--- config.mk ---
export PLATFORM = sky130hd
export DESIGN_NAME = windowed_pid_controller
export DESIGN_NICKNAME = d
export VERILOG_FILES = /design/src/sv/wpc_pkg.sv /design/src/sv/wpc_regs.sv /design/src/sv/wpc_window.sv /design/src/sv/wpc_mac.sv /design/src/sv/windowed_pid_controller.sv
export SDC_FILE = /design/constraint.sdc
export NUM_CORES = 2
export LEC_CHECK = 0
export CAP_MARGIN = 20
export CORE_ASPECT_RATIO = 1.2
export CORE_MARGIN = 5
export CORE_UTILIZATION = 51
export CTS_CLUSTER_SIZE = 40
export DETAILED_ROUTE_END_ITERATION = 8
export DONT_BUFFER_PORTS = 1
export GPL_TIMING_DRIVEN = 0
export PLACE_DENSITY_LB_ADDON = 0.3
export SYNTH_ARGS = -nofsm -noshare
export SYNTH_HDL_FRONTEND = slang
export SYNTH_SLANG_ARGS = --single-unit
--- constraint.sdc ---
create_clock -name clk -period 6.8 [get_ports clk]
set_input_delay 1.02 -clock clk [delete_from_list [all_inputs] [get_ports clk]]
set_output_delay 1.02 -clock clk [all_outputs]
set_load 0.005 [all_outputs]
--- src/sv/wpc_pkg.sv ---
// ----------------------------------------------------------------------------
// wpc_pkg
// Shared constants, register codes and types for the windowed pid controller.
// ----------------------------------------------------------------------------
package wpc_pkg;

	localparam int WINDOW  = 10;
	localparam int SLOT_W  = $clog2(WINDOW);
	localparam int ERR_W   = 16;
	localparam int GAIN_W  = 16;
	localparam int MAXI_W  = 20;
	localparam int SUM_W   = ERR_W + $clog2(WINDOW);
	localparam int ISUM_W  = (SUM_W > MAXI_W) ? SUM_W : MAXI_W;
	localparam int P_W     = GAIN_W + ERR_W;
	localparam int D_W     = GAIN_W + ERR_W + 1;
	localparam int PD_W    = D_W + 1;
	localparam int I_W     = GAIN_W + ISUM_W;
	localparam int ACC_W   = I_W + 2;
	localparam int DRIVE_W = 32;
	localparam int ADDR_W  = 5;
	localparam int DATA_W  = 32;

	typedef enum logic [2:0] {
		REG_KP   = 3'd0,
		REG_KD   = 3'd1,
		REG_KI   = 3'd2,
		REG_MAXI = 3'd3,
		REG_TOL  = 3'd4
	} reg_idx_t;

	localparam logic signed [GAIN_W-1:0] KP_RST   = 16'sd512;
	localparam logic signed [GAIN_W-1:0] KD_RST   = 16'sd0;
	localparam logic signed [GAIN_W-1:0] KI_RST   = 16'sd0;
	localparam logic signed [MAXI_W-1:0] MAXI_RST = 20'sd40960;
	localparam logic signed [ERR_W-1:0]  TOL_RST  = 16'sd41;

	typedef struct packed {
		logic signed [GAIN_W-1:0] kp;
		logic signed [GAIN_W-1:0] kd;
		logic signed [GAIN_W-1:0] ki;
		logic signed [MAXI_W-1:0] max_integral;
		logic signed [ERR_W-1:0]  tolerance;
	} cfg_t;

	// word passed from the window stage to the multiply stages
	typedef struct packed {
		logic signed [ERR_W-1:0] e;
		logic signed [ERR_W:0]   diff;
		logic signed [SUM_W-1:0] sum;
	} win_t;

endpackage

--- src/sv/wpc_regs.sv ---
// ----------------------------------------------------------------------------
// wpc_regs
// Configuration register file behind an apb-style port.
// ----------------------------------------------------------------------------
module wpc_regs (
	input  logic                         clk,
	input  logic                         arst_n,
	input  logic                         psel,
	input  logic                         penable,
	input  logic                         pwrite,
	input  logic [wpc_pkg::ADDR_W-1:0]   paddr,
	input  logic [wpc_pkg::DATA_W-1:0]   pwdata,
	output logic [wpc_pkg::DATA_W-1:0]   prdata,
	output logic                         pready,
	output wpc_pkg::cfg_t                cfg
);

	logic signed [wpc_pkg::GAIN_W-1:0] kp_q;
	logic signed [wpc_pkg::GAIN_W-1:0] kd_q;
	logic signed [wpc_pkg::GAIN_W-1:0] ki_q;
	logic signed [wpc_pkg::MAXI_W-1:0] maxi_q;
	logic signed [wpc_pkg::ERR_W-1:0]  tol_q;
	logic [2:0]                        idx;
	logic                              wr_en;

	assign idx    = paddr[wpc_pkg::ADDR_W-1:2];
	assign wr_en  = psel && penable && pwrite;
	assign pready = 1'b1;

	always_ff @(posedge clk or negedge arst_n) begin
		if (!arst_n) begin
			kp_q   <= wpc_pkg::KP_RST;
			kd_q   <= wpc_pkg::KD_RST;
			ki_q   <= wpc_pkg::KI_RST;
			maxi_q <= wpc_pkg::MAXI_RST;
			tol_q  <= wpc_pkg::TOL_RST;
		end else if (wr_en) begin
			unique case (idx)
				wpc_pkg::REG_KP:   kp_q   <= pwdata[wpc_pkg::GAIN_W-1:0];
				wpc_pkg::REG_KD:   kd_q   <= pwdata[wpc_pkg::GAIN_W-1:0];
				wpc_pkg::REG_KI:   ki_q   <= pwdata[wpc_pkg::GAIN_W-1:0];
				wpc_pkg::REG_MAXI: maxi_q <= pwdata[wpc_pkg::MAXI_W-1:0];
				wpc_pkg::REG_TOL:  tol_q  <= pwdata[wpc_pkg::ERR_W-1:0];
				default: ;
			endcase
		end
	end

	always_comb begin
		unique case (idx)
			wpc_pkg::REG_KP:   prdata = wpc_pkg::DATA_W'(kp_q);
			wpc_pkg::REG_KD:   prdata = wpc_pkg::DATA_W'(kd_q);
			wpc_pkg::REG_KI:   prdata = wpc_pkg::DATA_W'(ki_q);
			wpc_pkg::REG_MAXI: prdata = wpc_pkg::DATA_W'(maxi_q);
			wpc_pkg::REG_TOL:  prdata = wpc_pkg::DATA_W'(tol_q);
			default:           prdata = '0;
		endcase
	end

	assign cfg.kp           = kp_q;
	assign cfg.kd           = kd_q;
	assign cfg.ki           = ki_q;
	assign cfg.max_integral = maxi_q;
	assign cfg.tolerance    = tol_q;

endmodule

--- src/sv/wpc_window.sv ---
// ----------------------------------------------------------------------------
// wpc_window
// Error ring in a synchronous memory with a running window sum: reads the
// oldest entry, then writes the new sample over it and updates the sum.
// ----------------------------------------------------------------------------
module wpc_window (
	input  logic                             clk,
	input  logic                             arst_n,
	input  logic                             in_valid,
	output logic                             in_ready,
	input  logic signed [wpc_pkg::ERR_W-1:0] in_err,
	output logic                             out_valid,
	input  logic                             out_ready,
	output wpc_pkg::win_t                    out_word
);

	logic signed [wpc_pkg::ERR_W-1:0] ring_mem [wpc_pkg::WINDOW];
	logic [wpc_pkg::WINDOW-1:0]       filled_q;
	logic [wpc_pkg::SLOT_W-1:0]       write_slot_q;
	logic [wpc_pkg::SLOT_W-1:0]       nxt_slot;
	logic signed [wpc_pkg::SUM_W-1:0] sum_q;
	logic signed [wpc_pkg::ERR_W-1:0] prev_q;

	logic                             vld_s1;
	logic signed [wpc_pkg::ERR_W-1:0] e_s1;
	logic [wpc_pkg::SLOT_W-1:0]       slot_s1;
	logic signed [wpc_pkg::ERR_W-1:0] rd_s1;
	logic                             filled_s1;

	logic                             vld_s2;
	wpc_pkg::win_t                    word_s2;

	logic                             rdy_s1;
	logic                             rdy_s2;
	logic                             acc;
	logic                             adv;
	logic signed [wpc_pkg::ERR_W-1:0] old;
	logic signed [wpc_pkg::SUM_W-1:0] sum_new;

	assign rdy_s2   = !vld_s2 || out_ready;
	assign rdy_s1   = !vld_s1 || rdy_s2;
	assign in_ready = rdy_s1;
	assign acc      = in_valid && rdy_s1;
	assign adv      = vld_s1 && rdy_s2;

	assign nxt_slot = (write_slot_q == wpc_pkg::SLOT_W'(wpc_pkg::WINDOW - 1)) ?
		'0 : write_slot_q + 1'b1;

	// entries never written since reset count as zero
	assign old     = filled_s1 ? rd_s1 : '0;
	assign sum_new = sum_q - wpc_pkg::SUM_W'(old) + wpc_pkg::SUM_W'(e_s1);

	// the slot read by a new word always differs from the one written back
	always_ff @(posedge clk) begin
		if (adv)
			ring_mem[slot_s1] <= e_s1;
		if (acc) begin
			rd_s1     <= ring_mem[nxt_slot];
			filled_s1 <= filled_q[nxt_slot];
			e_s1      <= in_err;
			slot_s1   <= nxt_slot;
		end
		if (adv) begin
			word_s2.e    <= e_s1;
			word_s2.diff <= (wpc_pkg::ERR_W + 1)'(e_s1) - (wpc_pkg::ERR_W + 1)'(prev_q);
			word_s2.sum  <= sum_new;
		end
	end

	always_ff @(posedge clk or negedge arst_n) begin
		if (!arst_n) begin
			filled_q     <= '0;
			write_slot_q <= '0;
			sum_q        <= '0;
			prev_q       <= '0;
			vld_s1       <= 1'b0;
			vld_s2       <= 1'b0;
		end else begin
			if (acc)
				write_slot_q <= nxt_slot;
			if (adv) begin
				filled_q[slot_s1] <= 1'b1;
				sum_q             <= sum_new;
				prev_q            <= e_s1;
			end
			if (rdy_s1)
				vld_s1 <= in_valid;
			if (rdy_s2)
				vld_s2 <= vld_s1;
		end
	end

	assign out_valid = vld_s2;
	assign out_word  = word_s2;

endmodule

--- src/sv/wpc_mac.sv ---
// ----------------------------------------------------------------------------
// wpc_mac
// Clamp, three gain multiplies, final add with 32-bit saturation and the
// output register.
// ----------------------------------------------------------------------------
module wpc_mac (
	input  logic                               clk,
	input  logic                               arst_n,
	input  wpc_pkg::cfg_t                      cfg,
	input  logic                               in_valid,
	output logic                               in_ready,
	input  wpc_pkg::win_t                      in_word,
	output logic                               out_valid,
	input  logic                               out_ready,
	output logic signed [wpc_pkg::DRIVE_W-1:0] drive,
	output logic                               at_target
);

	logic                              vld_s3;
	logic signed [wpc_pkg::P_W-1:0]    p_s3;
	logic signed [wpc_pkg::D_W-1:0]    d_s3;
	logic signed [wpc_pkg::ISUM_W-1:0] isum_s3;
	logic                              at_s3;

	logic                              vld_s4;
	logic signed [wpc_pkg::PD_W-1:0]   pd_s4;
	logic signed [wpc_pkg::I_W-1:0]    i_s4;
	logic                              at_s4;

	logic                               vld_q;
	logic signed [wpc_pkg::DRIVE_W-1:0] drive_q;
	logic                               at_q;

	logic                              rdy_s3;
	logic                              rdy_s4;
	logic                              rdy_o;
	logic signed [wpc_pkg::ISUM_W-1:0] sum_x;
	logic signed [wpc_pkg::ISUM_W-1:0] maxi_x;
	logic signed [wpc_pkg::ACC_W-1:0]  acc;
	logic [wpc_pkg::ACC_W-wpc_pkg::DRIVE_W:0] top_bits;
	logic signed [wpc_pkg::DRIVE_W-1:0] sat;

	assign rdy_o    = !vld_q || out_ready;
	assign rdy_s4   = !vld_s4 || rdy_o;
	assign rdy_s3   = !vld_s3 || rdy_s4;
	assign in_ready = rdy_s3;

	// window sum is clamped from above only
	assign sum_x  = wpc_pkg::ISUM_W'(in_word.sum);
	assign maxi_x = wpc_pkg::ISUM_W'(cfg.max_integral);

	assign acc      = wpc_pkg::ACC_W'(pd_s4) + wpc_pkg::ACC_W'(i_s4);
	assign top_bits = acc[wpc_pkg::ACC_W-1:wpc_pkg::DRIVE_W-1];

	always_comb begin
		if ((&top_bits) || !(|top_bits))
			sat = acc[wpc_pkg::DRIVE_W-1:0];
		else if (acc[wpc_pkg::ACC_W-1])
			sat = {1'b1, {(wpc_pkg::DRIVE_W-1){1'b0}}};
		else
			sat = {1'b0, {(wpc_pkg::DRIVE_W-1){1'b1}}};
	end

	always_ff @(posedge clk) begin
		if (in_valid && rdy_s3) begin
			p_s3    <= cfg.kp * in_word.e;
			d_s3    <= cfg.kd * in_word.diff;
			isum_s3 <= (sum_x > maxi_x) ? maxi_x : sum_x;
			at_s3   <= (in_word.e <= cfg.tolerance);
		end
		if (vld_s3 && rdy_s4) begin
			pd_s4 <= wpc_pkg::PD_W'(p_s3) + wpc_pkg::PD_W'(d_s3);
			i_s4  <= cfg.ki * isum_s3;
			at_s4 <= at_s3;
		end
		if (vld_s4 && rdy_o) begin
			drive_q <= sat;
			at_q    <= at_s4;
		end
	end

	always_ff @(posedge clk or negedge arst_n) begin
		if (!arst_n) begin
			vld_s3 <= 1'b0;
			vld_s4 <= 1'b0;
			vld_q  <= 1'b0;
		end else begin
			if (rdy_s3)
				vld_s3 <= in_valid;
			if (rdy_s4)
				vld_s4 <= vld_s3;
			if (rdy_o)
				vld_q <= vld_s4;
		end
	end

	assign out_valid = vld_q;
	assign drive     = drive_q;
	assign at_target = at_q;

endmodule

--- src/sv/windowed_pid_controller.sv ---
// ----------------------------------------------------------------------------
// windowed_pid_controller
// PID controller with an integral over the last WINDOW error words.
//
//   channel   dir   payload
//   s_*       in    tdata[15:0] error_sample, signed Q4.12
//   m_*       out   tdata[31:0] drive, signed Q12.20; tuser[0] at_target
//   apb       in    kp, kd, ki, max_integral, tolerance at 4*index
//
// One word per cycle sustained while the output is not stalled. The ring
// read and write-back use the two ports of the ring memory in the same
// cycle at different slots, so no interlock is needed. Reset clears the
// slot pointer, window sum and per-entry fill bits at once, with no
// clearing pass. Each stage holds its word while stalled and bubbles ahead
// of a stalled output are filled, so tready drops only when full.
// ----------------------------------------------------------------------------
module windowed_pid_controller (
	input  logic                              clk,
	input  logic                              arst_n,
	input  logic                              s_tvalid,
	output logic                              s_tready,
	input  logic [15:0]                       s_tdata,   // [15:0] error_sample
	output logic                              m_tvalid,
	input  logic                              m_tready,
	output logic [31:0]                       m_tdata,   // [31:0] drive
	output logic                              m_tuser,   // [0] at_target
	input  logic                              psel,
	input  logic                              penable,
	input  logic                              pwrite,
	input  logic [wpc_pkg::ADDR_W-1:0]        paddr,
	input  logic [wpc_pkg::DATA_W-1:0]        pwdata,
	output logic [wpc_pkg::DATA_W-1:0]        prdata,
	output logic                              pready
);

	wpc_pkg::cfg_t                      cfg;
	logic                               win_valid;
	logic                               win_ready;
	wpc_pkg::win_t                      win_word;
	logic signed [wpc_pkg::DRIVE_W-1:0] drive;

	wpc_regs u_regs (
		.clk     (clk),
		.arst_n  (arst_n),
		.psel    (psel),
		.penable (penable),
		.pwrite  (pwrite),
		.paddr   (paddr),
		.pwdata  (pwdata),
		.prdata  (prdata),
		.pready  (pready),
		.cfg     (cfg)
	);

	wpc_window u_window (
		.clk       (clk),
		.arst_n    (arst_n),
		.in_valid  (s_tvalid),
		.in_ready  (s_tready),
		.in_err    (s_tdata),
		.out_valid (win_valid),
		.out_ready (win_ready),
		.out_word  (win_word)
	);

	wpc_mac u_mac (
		.clk       (clk),
		.arst_n    (arst_n),
		.cfg       (cfg),
		.in_valid  (win_valid),
		.in_ready  (win_ready),
		.in_word   (win_word),
		.out_valid (m_tvalid),
		.out_ready (m_tready),
		.drive     (drive),
		.at_target (m_tuser)
	);

	assign m_tdata = drive;

endmodule

==> reports/results.ini <==
[status]
run_status = finished clean

[logic_synthesis]
postSynthRegisterBits = 579
syn-cell-area_um2 = 59600
syn_nets = 6926
syn_avg_cell_area_um2 = 10.7
yosys_warnings = 0
yosysSeqAreaShare = 0.280
synth_enable_flop_cells = 440
postSynthCellCount = 5590
dominantRegCellSynth = edfxtp_1
synth.lib_cells_used.distinct = 86
postSynth.asyncResetShare = 0.240

[critical_path]
cp.arrival_ns = 7.14
critical_path.endpoint = u_mac.d_s3[32]$_DFFE_PP_
crit_path_required_time_ns = 7.18
worstPathMaxFanout = 4
reg2reg_depth = 21
cp-end-kind = flop
rr_endpoint = u_mac.d_s3[32]$_DFFE_PP_
worst_r2r_startpoint = u_window.out_word[25]$_DFFE_PP_
timing.reg2reg.setup_slack_ns = 0.04
worst_setup_path_start_kind = flop
timing.setup.critical_path_class = reg -> reg
critPathLaunch = u_window.out_word[25]$_DFFE_PP_

[drt]
top_layer_used = met5
drt-total-wl_mm = 167
drtIter0Drc = 2823
detailroute.wirelength.met3_mm = 12.9
via_per_instance_ratio = 5.55
num_vias = 40900
wl_met2_mm = 79.4
drt_pre_antenna_iters = 8
antenna_left = 0
drcViolationCount = 0
m1WireLength_mm = 60.7
wl_per_cell_um = 22.7

[die]
coreArea_um2 = 116000
die-height_um = 384
floorplan.initialDensity = 0.513
row_cnt = 137
area_of_the_die_um2 = 124000
die_w_um = 322
pin_count = 128

[sta]
timing_worst_slew_pin_value_ns = 1.10
final-max-slew-violation-count = 0
worst_slew_margin_rel = 0.249
period_needed_ns = 6.76
grt_setup_unrepaired = true
max_clock_freq_mhz = 148
fin_hold_ws_ns = 0.0518
setup_viol = 0
timing.final.crit_share = 0.994
finalHoldViolations = 0
clock-skew-final_ns = 0.0571

[finish]
fraction_of_final_layout_cells_sized_beyond_drive_strength_1 = 0.126
post_layout_nonfiller_instances = 7370
finish.net_count = 7121
area_growth_syn_to_layout_pct = 10.9
fin_area_um2 = 66100

[place]
placed_area_um2 = 61800
hpwl_after_detailed_placement_mm = 129
placed_cells_incl_taps = 7136
final_gp_congestion = 0.971
port-buffer-count = 0

[global_route]
first_pass_grt_wire_length_mm = 258
pin_count_of_the_biggest_net_entering_global_routing = 73
number_of_antenna_violations_at_the_first_check_in_global_routing = 9
grt-ovfl-total = 0
global_route.usage.total = 0.275
grt_pass1_vias = 44000

[clock_network]
clock_latency_ns = 0.70
clk_path_buf_depth = 3
tritoncts = yes
clkTransAtPathRegs_ns = 0.06
cts-buffers-inserted = 59
htree_levels = 2
ctsRootBufferMaster = clkbuf_16
cts_num_sinks = 579

[run]
drv_cap = 0

[min_path]
hold_class = in -> async

## metrics by stage
step,setup slack (ns),util,TNS [ns]
after floorplan,0.382,-,0
after global placement,-2.13,0.529,-22.72
after detailed placement,-1.58,0.532,-23.21
after CTS,0.00377,0.563,0
after global routing,-0.0908,0.568,-0.396
final,0.0408,0.568,0
## worst max-delay path: stages, from the launching register on
cell and delay, ns:
edfxtp_1 0.55, buf_6 0.21, buf_4 0.15, and2_1 0.17, fa_1 0.47, inv_1 0.06, fa_2 0.55, fa_2 0.45
fa_1 0.55, inv_1 0.05, fa_1 0.49, fa_1 0.42, ha_1 0.35, and2_1 0.21, nand3_2 0.09, nor3_2 0.10
and3b_2 0.24, a21oi_4 0.22, a41oi_4 0.18, o21ai_4 0.26, nor4_4 0.06, nor3_4 0.59
## worst min-delay path by stage
| stage | to | cells after the start |
|---|---|---|
| after floorplan | u_mac.at_s4$_DFFE_PP_ | 0 |
| after global placement | u_mac.at_target$_DFFE_PP_ | 0 |
| after detailed placement | u_mac.at_s4$_DFFE_PP_ | 0 |
| after CTS | u_window.write_slot_q[2]$_DFFE_PN0P_ | 0 |
| after global routing | u_window.vld_s1$_DFFE_PN0N_ | 0 |
| final | u_mac.out_valid$_DFFE_PN0P_ | 0 |
## synth_stat cells (all sizes together), types with 10 or more instances
master / count / share of area
a211oi: 29 / 0.0037
a21o: 87 / 0.011
a21oi: 201 / 0.018
a22oi: 34 / 0.0043
a31oi: 17 / 0.0018
and2: 450 / 0.047
and3: 19 / 0.0020
buf: 31 / 0.0032
clkbuf: 170 / 0.011
dfrtp: 133 / 0.056
edfxtp: 440 / 0.22
fa: 878 / 0.30
ha: 398 / 0.084
inv: 1098 / 0.069
mux2: 113 / 0.021
mux2i: 22 / 0.0037
mux4: 34 / 0.013
nand2: 539 / 0.034
nand2b: 48 / 0.0050
nand3: 42 / 0.0035
nand4: 16 / 0.0017
nor2: 149 / 0.0094
nor2b: 34 / 0.0037
nor3: 34 / 0.0029
o211ai: 18 / 0.0024
o21a: 37 / 0.0047
o21ai: 131 / 0.011
o21bai: 26 / 0.0033
o22ai: 19 / 0.0020
o31ai: 12 / 0.0015
or2: 17 / 0.0018
or3: 10 / 0.0011
xnor2: 143 / 0.021
xor2: 51 / 0.0075
## cell families after synthesis
group | synth area share
multiplexers | 0.0379
other | 0.0000629
AND/OR/NAND/NOR | 0.117
buffers and inverters | 0.0831
XOR/XNOR | 0.0289
flip-flops | 0.280
adder cells (fa/ha/maj) | 0.379
AO/OA/AOI/OAI | 0.0743
## registers in the layout, summed over array words and instances (netlist names), 20 cells and up
signal / flops
u_mac.d_s3: 33
u_window.out_word: 53
u_mac.isum_s3: 20
u_mac.pd_s4: 34
u_mac.drive: 32
u_mac.i_s4: 36
u_window.ring_mem: 160
u_regs.maxi_q: 20
u_window.sum_q: 20
u_mac.p_s3: 32
## placed cells by master (no fill, tap or decap), types with 34 or more instances in the layout
master     Yosys  layout
fa_1         878     858
mux4_2        34      34
a22oi_1       34      34
clkbuf_16      0      61
clkbuf_4       0      42
nand2b_1      48      48
xnor2_1      143     133
dfrtp_1      133     105
edfxtp_1     440     440
clkbuf_1     170      56
and2_1       449     445
buf_4         14     150
o21a_1        37      37
clkbuf_2       0      39
a21oi_1      190     177
mux2_2       113     113
a21o_1        87      87
nor2_1       149     142
nand2_1      538     536
o21ai_0      131     123
ha_1         398     377
xor2_1        51      49
nand3_1       42      41
inv_1       1097    1086
## routing by layer
metal | track usage | vias up
met5 | 0 | -
met4 | 0.176 | 4
met3 | 0.0590 | 464
met2 | 0.460 | 1487
met1 | 0.323 | 20700
li1 | - | 18300
## cell type report
class                      count  area (um2)
fill                        9809       50200
sequential                   579       16700
buffer                       184        1160
tap                         1529        1910
multi-input combinational   3711       38700
antenna                        6        15.0
timing repair buffer         151        1330
clock buffer                  73        1610
clock inverter                38         508
inverter                    1099        4130
## what timing repair did
item	CTS	global route
gates resized for setup	258	159
setup endpoints to repair	37	24
hold buffers	3	0
pin swaps	16	61
hold endpoints to repair	11	0
setup buffers	107	25
Power is left out: the tool's default activity adds up to more than one toggle a clock period on the data nets, which glitch-free logic cannot reach.
